==> config.mk <==
export PLATFORM = sky130hd
export DESIGN_NAME = pixel_to_terminal_cell
export DESIGN_NICKNAME = d
export VERILOG_FILES = /design/src/rtl/ptc_pkg.sv /design/src/rtl/pixel_to_terminal_cell.sv
export SDC_FILE = /design/constraint.sdc
export NUM_CORES = 2
export LEC_CHECK = 0
export ABC_AREA = 1
export BUFFER_PORTS_ARGS = -buffer_cell sky130_fd_sc_hd__buf_2
export CORE_MARGIN = 2
export CORE_UTILIZATION = 40
export CTS_CLUSTER_DIAMETER = 50
export DETAILED_ROUTE_END_ITERATION = 6
export GPL_ROUTABILITY_DRIVEN = 1
export PLACE_DENSITY_LB_ADDON = 0.05
export SLEW_MARGIN = 10
export SYNTH_ARGS = -nofsm -noshare
export SYNTH_HDL_FRONTEND = slang
export SYNTH_SLANG_ARGS = --single-unit
export TNS_END_PERCENT = 100
==> constraint.sdc <==
create_clock -name clk -period 32.7 [get_ports clk]
set_input_delay 6.54 -clock clk [delete_from_list [all_inputs] [get_ports clk]]
set_output_delay 6.54 -clock clk [all_outputs]
set_load 0.02 [all_outputs]
==> src/rtl/ptc_pkg.sv <==
// Shared constants, types and lookup functions for the pixel to terminal cell block.
// Depends on nothing; included by wildcard import in rtl/pixel_to_terminal_cell.sv.
package ptc_pkg;

  // Pixel and result field widths
  localparam int unsigned ChanW   = 8;
  localparam int unsigned IdxW    = 4;
  localparam int unsigned CodeW   = 7;
  localparam int unsigned GlyphW  = 6;
  localparam int unsigned GcW     = 7;

  // Palette geometry
  localparam int unsigned PalSize = 16;
  localparam int unsigned NumLvl  = 4;
  localparam int unsigned NumChan = 3;
  localparam int unsigned GroupSz = 4;
  localparam int unsigned NumGrp  = PalSize / GroupSz;

  // Arithmetic widths
  localparam int unsigned SqW     = 2 * ChanW;       // one squared channel difference
  localparam int unsigned DistW   = SqW + 2;         // sum of three squares
  localparam int unsigned SumW    = ChanW + 2;       // r + g + b
  localparam int unsigned ProdW   = GlyphW + SumW;   // (glyph count - 1) * sum
  localparam int unsigned RecipW  = 17;
  localparam int unsigned MulW    = ProdW + RecipW;

  // Glyph count limits
  localparam logic [GcW-1:0] GcReset = 7'd64;
  localparam logic [GcW-1:0] GcMax   = 7'd64;

  // Exact floor(p / 765) for p below 48196: (p * ceil(2^26 / 765)) >> 26
  localparam int unsigned     RecipSh = 26;
  localparam logic [RecipW-1:0] Recip765 = 17'd87725;

  // Register map
  localparam logic RegGlyphCount = 1'b0;

  // Channel levels used by the palette
  typedef logic [ChanW-1:0] chan_t;
  typedef logic [SqW-1:0]   sq_t;
  typedef logic [DistW-1:0] dist_t;
  typedef logic [IdxW-1:0]  idx_t;
  typedef logic [1:0]       lvl_t;

  localparam chan_t LvlVal [NumLvl] = '{8'd0, 8'd85, 8'd170, 8'd255};

  // Level code of one channel of one palette entry
  function automatic lvl_t pal_lvl(input idx_t idx, input int unsigned ch);
    logic [5:0] row;
    begin
      unique case (idx)
        4'd0:    row = {2'd0, 2'd0, 2'd0};
        4'd1:    row = {2'd2, 2'd0, 2'd0};
        4'd2:    row = {2'd0, 2'd2, 2'd0};
        4'd3:    row = {2'd2, 2'd1, 2'd0};
        4'd4:    row = {2'd0, 2'd0, 2'd2};
        4'd5:    row = {2'd2, 2'd0, 2'd2};
        4'd6:    row = {2'd0, 2'd2, 2'd2};
        4'd7:    row = {2'd2, 2'd2, 2'd2};
        4'd8:    row = {2'd1, 2'd1, 2'd1};
        4'd9:    row = {2'd3, 2'd1, 2'd1};
        4'd10:   row = {2'd1, 2'd3, 2'd1};
        4'd11:   row = {2'd3, 2'd3, 2'd1};
        4'd12:   row = {2'd1, 2'd1, 2'd3};
        4'd13:   row = {2'd3, 2'd1, 2'd3};
        4'd14:   row = {2'd1, 2'd3, 2'd3};
        default: row = {2'd3, 2'd3, 2'd3};
      endcase
      // Red sits in the top two bits, blue in the bottom two
      pal_lvl = row[(2 - ch) * 2 +: 2];
    end
  endfunction

  // Terminal background code: 40..47 for the normal colours, 100..107 for bright
  function automatic logic [CodeW-1:0] pal_code(input idx_t idx);
    begin
      if (idx[3]) begin
        pal_code = CodeW'(7'd100 + {4'd0, idx[2:0]});
      end else begin
        pal_code = CodeW'(7'd40 + {4'd0, idx[2:0]});
      end
    end
  endfunction

endpackage

==> src/rtl/pixel_to_terminal_cell.sv <==
// Top level of the pixel to terminal cell block: nearest 16-colour palette match and shade.
// Depends on rtl/ptc_pkg.sv for constants, types and palette lookup functions.
//
//   Channel   Direction  Handshake            Payload
//   in_       sink       in_valid / in_stall   in_red, in_green, in_blue (8 bits each)
//   out_      source     out_valid / out_stall out_palette_index, out_ansi_code, out_glyph_index
//   APB       slave      psel/penable/pready   glyph_count at byte address 0
//
// One pixel enters per clock unless the input is stalled; its result reaches the output through the stages.
// The four stages are: channel squares, distances and shade product, group minima and
// reciprocal multiply, final minimum into the output register.
// Reset (rst_n low, synchronous) empties the pipeline and sets glyph_count to 64.
// A stall on the output holds each occupied stage with no empty stage ahead; empty stages still fill, so bubbles close.
module pixel_to_terminal_cell (
  input  logic                      clk,
  input  logic                      rst_n,
  input  logic                      in_valid,
  output logic                      in_stall,
  input  ptc_pkg::chan_t            in_red,
  input  ptc_pkg::chan_t            in_green,
  input  ptc_pkg::chan_t            in_blue,
  output logic                      out_valid,
  input  logic                      out_stall,
  output logic [ptc_pkg::IdxW-1:0]  out_palette_index,
  output logic [ptc_pkg::CodeW-1:0] out_ansi_code,
  output logic [ptc_pkg::GlyphW-1:0] out_glyph_index,
  input  logic                      psel,
  input  logic                      penable,
  input  logic                      pwrite,
  input  logic [2:0]                paddr,
  input  logic [31:0]               pwdata,
  output logic [31:0]               prdata,
  output logic                      pready
);
  import ptc_pkg::*;

  // Configuration register
  logic [GcW-1:0]    gc_r;
  logic [GlyphW-1:0] gcm1;

  // Stage valid bits and ready chain
  logic s1_v_r, s2_v_r, s3_v_r, out_v_r;
  logic out_rdy, s3_rdy, s2_rdy, s1_rdy;

  // Stage 1: squared channel differences against the four levels
  sq_t                sq_nxt [NumChan][NumLvl];
  sq_t                sq_r   [NumChan][NumLvl];
  logic [SumW-1:0]    sum_nxt, sum_r;
  logic [GlyphW-1:0]  gcm1_r;

  // Stage 2: palette distances and shade product
  dist_t              dist_nxt [PalSize];
  dist_t              dist_r   [PalSize];
  logic [ProdW-1:0]   prod_nxt, prod_r;

  // Stage 3: group minima and shade quotient
  dist_t              gdist_nxt [NumGrp];
  dist_t              gdist_r   [NumGrp];
  idx_t               gidx_nxt  [NumGrp];
  idx_t               gidx_r    [NumGrp];
  logic [MulW-1:0]    mul_full;
  logic [GlyphW-1:0]  shade_nxt, shade_r;

  // Stage 4: output register
  idx_t               best_idx_nxt;
  dist_t              best_dist;
  idx_t               idx_r;
  logic [CodeW-1:0]   code_r;
  logic [GlyphW-1:0]  glyph_r;

  // APB register access; the register is decoded on the word address bit only
  assign pready = 1'b1;
  assign prdata = (paddr[2] == RegGlyphCount) ? {{(32 - GcW){1'b0}}, gc_r} : 32'd0;

  always_ff @(posedge clk) begin
    if (!rst_n) begin
      gc_r <= GcReset;
    end else if (psel && penable && pwrite && pready && (paddr[2] == RegGlyphCount)) begin
      gc_r <= pwdata[GcW-1:0];
    end
  end

  // Effective glyph count minus one: zero counts as one, above 64 saturates
  always_comb begin
    if (gc_r == '0) begin
      gcm1 = '0;
    end else if (gc_r > GcMax) begin
      gcm1 = GlyphW'(GcMax - 7'd1);
    end else begin
      gcm1 = GlyphW'(gc_r - 7'd1);
    end
  end

  // Ready chain: a stage moves when it is empty or the next stage moves
  assign out_rdy  = !out_v_r || !out_stall;
  assign s3_rdy   = !s3_v_r || out_rdy;
  assign s2_rdy   = !s2_v_r || s3_rdy;
  assign s1_rdy   = !s1_v_r || s2_rdy;
  assign in_stall = !s1_rdy;

  always_ff @(posedge clk) begin
    if (!rst_n) begin
      s1_v_r  <= 1'b0;
      s2_v_r  <= 1'b0;
      s3_v_r  <= 1'b0;
      out_v_r <= 1'b0;
    end else begin
      if (s1_rdy)  s1_v_r  <= in_valid;
      if (s2_rdy)  s2_v_r  <= s1_v_r;
      if (s3_rdy)  s3_v_r  <= s2_v_r;
      if (out_rdy) out_v_r <= s3_v_r;
    end
  end

  // Stage 1 logic: absolute difference and square per channel and level
  always_comb begin
    chan_t x;
    chan_t d;
    for (int ch = 0; ch < NumChan; ch++) begin
      x = (ch == 0) ? in_red : ((ch == 1) ? in_green : in_blue);
      for (int l = 0; l < NumLvl; l++) begin
        d = (x >= LvlVal[l]) ? (x - LvlVal[l]) : (LvlVal[l] - x);
        sq_nxt[ch][l] = SqW'(d) * SqW'(d);
      end
    end
    sum_nxt = SumW'(in_red) + SumW'(in_green) + SumW'(in_blue);
  end

  always_ff @(posedge clk) begin
    if (in_valid && s1_rdy) begin
      sq_r   <= sq_nxt;
      sum_r  <= sum_nxt;
      gcm1_r <= gcm1;
    end
  end

  // Stage 2 logic: each palette distance is a sum of three looked-up squares
  always_comb begin
    for (int c = 0; c < PalSize; c++) begin
      dist_nxt[c] = DistW'(sq_r[0][pal_lvl(IdxW'(c), 0)])
                  + DistW'(sq_r[1][pal_lvl(IdxW'(c), 1)])
                  + DistW'(sq_r[2][pal_lvl(IdxW'(c), 2)]);
    end
    prod_nxt = ProdW'(gcm1_r) * ProdW'(sum_r);
  end

  always_ff @(posedge clk) begin
    if (s1_v_r && s2_rdy) begin
      dist_r <= dist_nxt;
      prod_r <= prod_nxt;
    end
  end

  // Stage 3 logic: minimum within each group of four, lower index kept on a tie
  always_comb begin
    for (int g = 0; g < NumGrp; g++) begin
      gdist_nxt[g] = dist_r[g * GroupSz];
      gidx_nxt[g]  = IdxW'(g * GroupSz);
      for (int k = 1; k < GroupSz; k++) begin
        if (dist_r[g * GroupSz + k] < gdist_nxt[g]) begin
          gdist_nxt[g] = dist_r[g * GroupSz + k];
          gidx_nxt[g]  = IdxW'(g * GroupSz + k);
        end
      end
    end
    // Division by 765 as a multiplication by its scaled reciprocal
    mul_full  = MulW'(prod_r) * MulW'(Recip765);
    shade_nxt = mul_full[RecipSh +: GlyphW];
  end

  always_ff @(posedge clk) begin
    if (s2_v_r && s3_rdy) begin
      gdist_r <= gdist_nxt;
      gidx_r  <= gidx_nxt;
      shade_r <= shade_nxt;
    end
  end

  // Stage 4 logic: minimum across the groups, then the terminal code lookup
  always_comb begin
    best_dist    = gdist_r[0];
    best_idx_nxt = gidx_r[0];
    for (int g = 1; g < NumGrp; g++) begin
      if (gdist_r[g] < best_dist) begin
        best_dist    = gdist_r[g];
        best_idx_nxt = gidx_r[g];
      end
    end
  end

  always_ff @(posedge clk) begin
    if (s3_v_r && out_rdy) begin
      idx_r   <= best_idx_nxt;
      code_r  <= pal_code(best_idx_nxt);
      glyph_r <= shade_r;
    end
  end

  assign out_valid         = out_v_r;
  assign out_palette_index = idx_r;
  assign out_ansi_code     = code_r;
  assign out_glyph_index   = glyph_r;

  // The code shown always belongs to the index shown.
  a_code_matches: assert property (@(posedge clk) disable iff (!rst_n)
    out_valid |-> (out_ansi_code == pal_code(out_palette_index)))
    else $error("ansi code does not match palette index");

  // The shade never reaches the glyph count.
  a_glyph_range: assert property (@(posedge clk) disable iff (!rst_n)
    out_valid |-> (out_glyph_index <= gcm1))
    else $error("glyph index beyond glyph count");

  // The input is held back only when every stage is occupied.
  a_stall_full: assert property (@(posedge clk) disable iff (!rst_n)
    in_stall |-> (s1_v_r && s2_v_r && s3_v_r && out_v_r && out_stall))
    else $error("input stalled with room in the pipeline");

endmodule

Word-level counts from Yosys, hierarchy flattened
Index checks and enable logic that the tools add are counted.
Operators by class
  $add $sub $neg: 51
  $mul: 14
  div/mod/pow operators: 0
  magnitude comparators: 28
  equal/unequal tests: 0
  shift operators: 0
  multiplexer cells: 40
  bitwise gates (word level): 1
  reductions and logical operators: 22
Operators by type and width (count)
  $lt A18 B18 Y1: 15
  $mux W18: 14
  $add A17 B16 Y18: 12
  $mul A8 B8 Y16: 12
  $add A16 B16 Y17: 9
  $mux W8: 12
  $add A18 B16 Y18: 4
  $ge A8 B8 Y1 const B: 6
  $sub A8 B8 Y8 const A: 6
  $sub A8 B8 Y8 const B: 6
  $mul A16 B17 Y32 const B: 1
  $ge A8 B1 Y1 const B: 3
  $ge A8 B7 Y1 const B: 3
  $sub A1 B8 Y8 const A: 3
  $sub A7 B8 Y8 const A: 3
  $sub A8 B7 Y8 const B: 3
  $mul A6 B10 Y16: 1
  $mux W7: 2
  $mux W4: 3
  $add A9 B8 Y10: 1
  $add A8 B8 Y9: 1
  $mux W1: 8
  $reduce_or A2 Y1: 4
  $add A6 B3 Y7 const A: 1
  other kinds (9): 23
Storage, ports and cells
  flip-flop bits (word level): 634
  bits in latches: 0
  memory bits (writable): 0
  memory bits (read-only): 0
  input bits: 66
  output and inout port bits: 52
  word-level logic and storage cells: 208
  memories kept: 0

Longest topological paths before layout
  word-level depth: 8
  depth in mapped cells: 35
  mapped depth without buffers: 32

Worst setup path after synthesis
OpenSTA, ideal clock, no wires.
  path kind: input to register
  start point: in out_stall
  end point: reg dist_r[0] (netlist bit), enable pin
  library setup time: 0.958 ns
  arrival time: 18.980 ns
  data required time: 31.742 ns
  path slack: 12.762 ns
  stages on the path: 5
  buffers on the path: 0
  path through: nand2_1 nor2_1 inv_1 nor2_1 nor2_1
Between the ends
  cells in the longest elaborated chain, start to end: 5
RTL lines
  from (decl): line pixel_to_terminal_cell.sv:23  | input logic out_stall,
  $logic_not A1 Y1: line pixel_to_terminal_cell.sv:95  | assign out_rdy = !out_v_r || !out_stall;
  $logic_or A1 B1 Y1: line pixel_to_terminal_cell.sv:95
  $logic_or A1 B1 Y1: line pixel_to_terminal_cell.sv:96  | assign s3_rdy = !s3_v_r || out_rdy;
  $logic_or A1 B1 Y1: line pixel_to_terminal_cell.sv:97  | assign s2_rdy = !s2_v_r || s3_rdy;
  $logic_and A1 B1 Y1: line pixel_to_terminal_cell.sv:148  | if (s1_v_r && s2_rdy) begin
  to (signal assigned): line pixel_to_terminal_cell.sv:149  | dist_r <= dist_nxt;
  to (decl): line pixel_to_terminal_cell.sv:53  | dist_t dist_r [PalSize];
Every way passes these cells.
A chain may end at the register's enable or synchronous reset.

Final worst setup path
  start point: in out_stall
  end point: out in_stall
Between the ends
  cells in the longest elaborated chain, start to end: 6
RTL lines
  $logic_not A1 Y1: line pixel_to_terminal_cell.sv:95
  $logic_or A1 B1 Y1: line pixel_to_terminal_cell.sv:95
  $logic_or A1 B1 Y1: line pixel_to_terminal_cell.sv:96
  $logic_or A1 B1 Y1: line pixel_to_terminal_cell.sv:97
  $logic_or A1 B1 Y1: line pixel_to_terminal_cell.sv:98  | assign s1_rdy = !s1_v_r || s2_rdy;
  $logic_not A1 Y1: line pixel_to_terminal_cell.sv:99  | assign in_stall = !s1_rdy;
  to (decl): line pixel_to_terminal_cell.sv:18  | output logic in_stall,
Every way passes these cells.

==> impl_metrics.tcl <==
set metrics [dict create \
    rsz0062_at_grt "false" \
    layout_min_cycle_time_ns 14.19 \
    clkLatencyLatePin_ns 0.74 \
    min_delay_path_depth 0 \
    hold_viol 0 \
    postCtsResizedCells 0 \
    vias 49400 \
    antenna_found_initial 6 \
    io_buffer_count 62 \
    root_buffer "clkbuf_16" \
    cap_violations 0 \
    finalSetupTns_ns 0 \
    grt_pass1_wl_mm 287 \
    drc_errors 0 \
    path_depth 8 \
    yosysWarnings 0 \
    synth-seq-area-share_pct 26.5 \
    rows 150 \
    reg2regPathDepth 25 \
    path_max_fanout 3 \
    critPathCaptureType "primary output" \
    slew_headroom_pct 23.3 \
    htreeDepth 3 \
    worstMarginPinSlew_ns 1.15 \
    numCtsBuffers 101 \
    core_area_um2 167000 \
    ant_nets 0 \
    grt-ovfl-total 0 \
    placed_cells 9665 \
    layout_commonest_cell "nand2_1" \
    crit_chain "buf_2 > nand2_1 > nor2_1 > inv_1 > nor2_1 > inv_1 > nor2_1 > buf_2" \
    slew_violations 0 \
    synth_edf_count 583 \
    layout_common_cells "1,283 x nand2_1, 1,217 x inv_1, 1,115 x ha_1" \
    clkSlewWorstSetupHoldPaths_ns 0.05 \
    grt_max_degree 165 \
    fin_crit_sh_pct 43.4 \
    totalWireLength_mm 187 \
    start_util_pct 40.1 \
    place.gp.congestion 0.905 \
    setup_viol 0 \
    synthArstFlopShare_pct 0 \
    post_drt_wl_per_cell_um 19.0 \
    post_cts_buffers 0 \
    critPathSlowestCell "nor2_1" \
    holdCritPathClass "reg -> reg" \
    cts_max_path_buffers 3 \
    cts_sinks 594 \
    yosysUniqueCellTypes 70 \
    area_growth_pct 9.19 \
    fmax_mhz 70.5 \
    drt_first_iter_violations 2587 \
    fin_nets 9213 \
    hpwl_mm 159 \
    cts_hold_buf 0 \
    drtPass1Iterations 5 \
    synthesis.area_um2 66900 \
    die-width_um 413 \
    crit_family "simple AND/OR/NAND/NOR gates" \
    instances_no_fill 9856 \
    synth.avg_cell_area_um2 8.95 \
    placed_area_um2 69600 \
    cts_tree "done" \
    grt_use_total_pct 22.2 \
    crit_path_frequent_cell "nor2_1" \
    syn_inst 7478 \
    ys.flop_type "edfxtp_1" \
    ys_seq_elements 594 \
    grt_pass1_vias 50100 \
    cp.required_ns 26.16 \
    fp.dieArea_um2 171000 \
    nFillCells 16400 \
    io_pins 118 \
    arrival_ns 7.65 \
    max_stage_delay_ns 0.26 \
    die_y_um 413 \
    startpoint_type "input port" \
    routed_via_density 5.02 \
    outcome "finished, final reports clean" \
    critical_path_class "in -> out" \
    drive_above_1_share_pct 4.44 \
    critPathBufInv 4 \
    finClkSkew_ns 0.0343 \
    finalInstanceArea_um2 73100 \
]
-- synthesized netlist by cell type, types with 43 or more instances --
| master | instances | area [µm²] |
|---|---|---|
| o21ai_0 | 394 | 1970 |
| nor3_1 | 49 | 245 |
| ha_1 | 1115 | 14000 |
| xnor2_1 | 132 | 1160 |
| nand2_1 | 1283 | 4820 |
| nand3_1 | 227 | 1140 |
| fa_1 | 468 | 9370 |
| edfxtp_1 | 583 | 17500 |
| nor2_1 | 459 | 1720 |
| a21oi_1 | 589 | 2950 |
| buf_4 | 43 | 323 |
| xor2_1 | 433 | 3790 |
| clkbuf_1 | 78 | 293 |
| inv_1 | 1218 | 4570 |
-- worst paths after layout --
check / startpoint / endpoint / slack (ns)
max reg2reg: dist_r[53] / gidx_r[0] / 24.99
max: out_stall / in_stall / 18.51
min: shade_r[3] / out_glyph_index[3] / 0.42
min reg2reg: shade_r[3] / out_glyph_index[3] / 0.42
-- cells by family after synthesis --
family | after synthesis | share of synthesized area, %
fa+ha+maj | 1583 | 34.9
buf+inv | 1399 | 8.24
xor+xnor | 573 | 7.61
compound gates | 1205 | 9.82
other cells | 2 | 0.0112
flops | 594 | 26.5
simple gates | 2120 | 12.9
mux | 2 | 0.0299
-- layout make-up --
class | count | area (µm²) | share of cell area [%]
well taps | 2204 | 2760 | 3.77
repair buffers | 97 | 598 | 0.819
clock inverters | 77 | 880 | 1.20
flip-flops and latches | 594 | 17700 | 24.3
inverters | 1243 | 4680 | 6.40
clock buffers | 112 | 2570 | 3.52
diodes | 2 | 5.00 | 0.00685
multi-input cells | 5527 | 43800 | 60.0
-- sequential cells by signal, indices dropped and copies added, names as in the netlist, 7 cells and up --
signal   flops
dist_r     276
sum_r       10
gdist_r     72
gidx_r       8
sq_r       177
prod_r      16
gc_r         7
-- stage by stage --
stage          worst slack [ns]  hold WS (ns)  util (%)
3_5_place_dp              18.50         0.406      41.8
4_1_cts                   18.50         0.419      43.8
5_1_grt                   18.34         0.424      43.8
6_report                  18.51         0.418      43.8
3_3_place_gp              18.54         0.403      41.8
2_1_floorplan             12.76         0.400         -
-- metal layers --
metal / global-route usage, % / up-vias / part of all wire, %
met5: 0 / - / 0.0059
met4: 6.63 / 2 / 2.9
met3: 1.95 / 188 / 3.5
met2: 37.0 / 814 / 46
met1: 30.7 / 23600 / 48
li1: - / 24900 / -
Power is not shown: default switching activity piles up to over one toggle a cycle in this logic, so the estimate is an artifact.
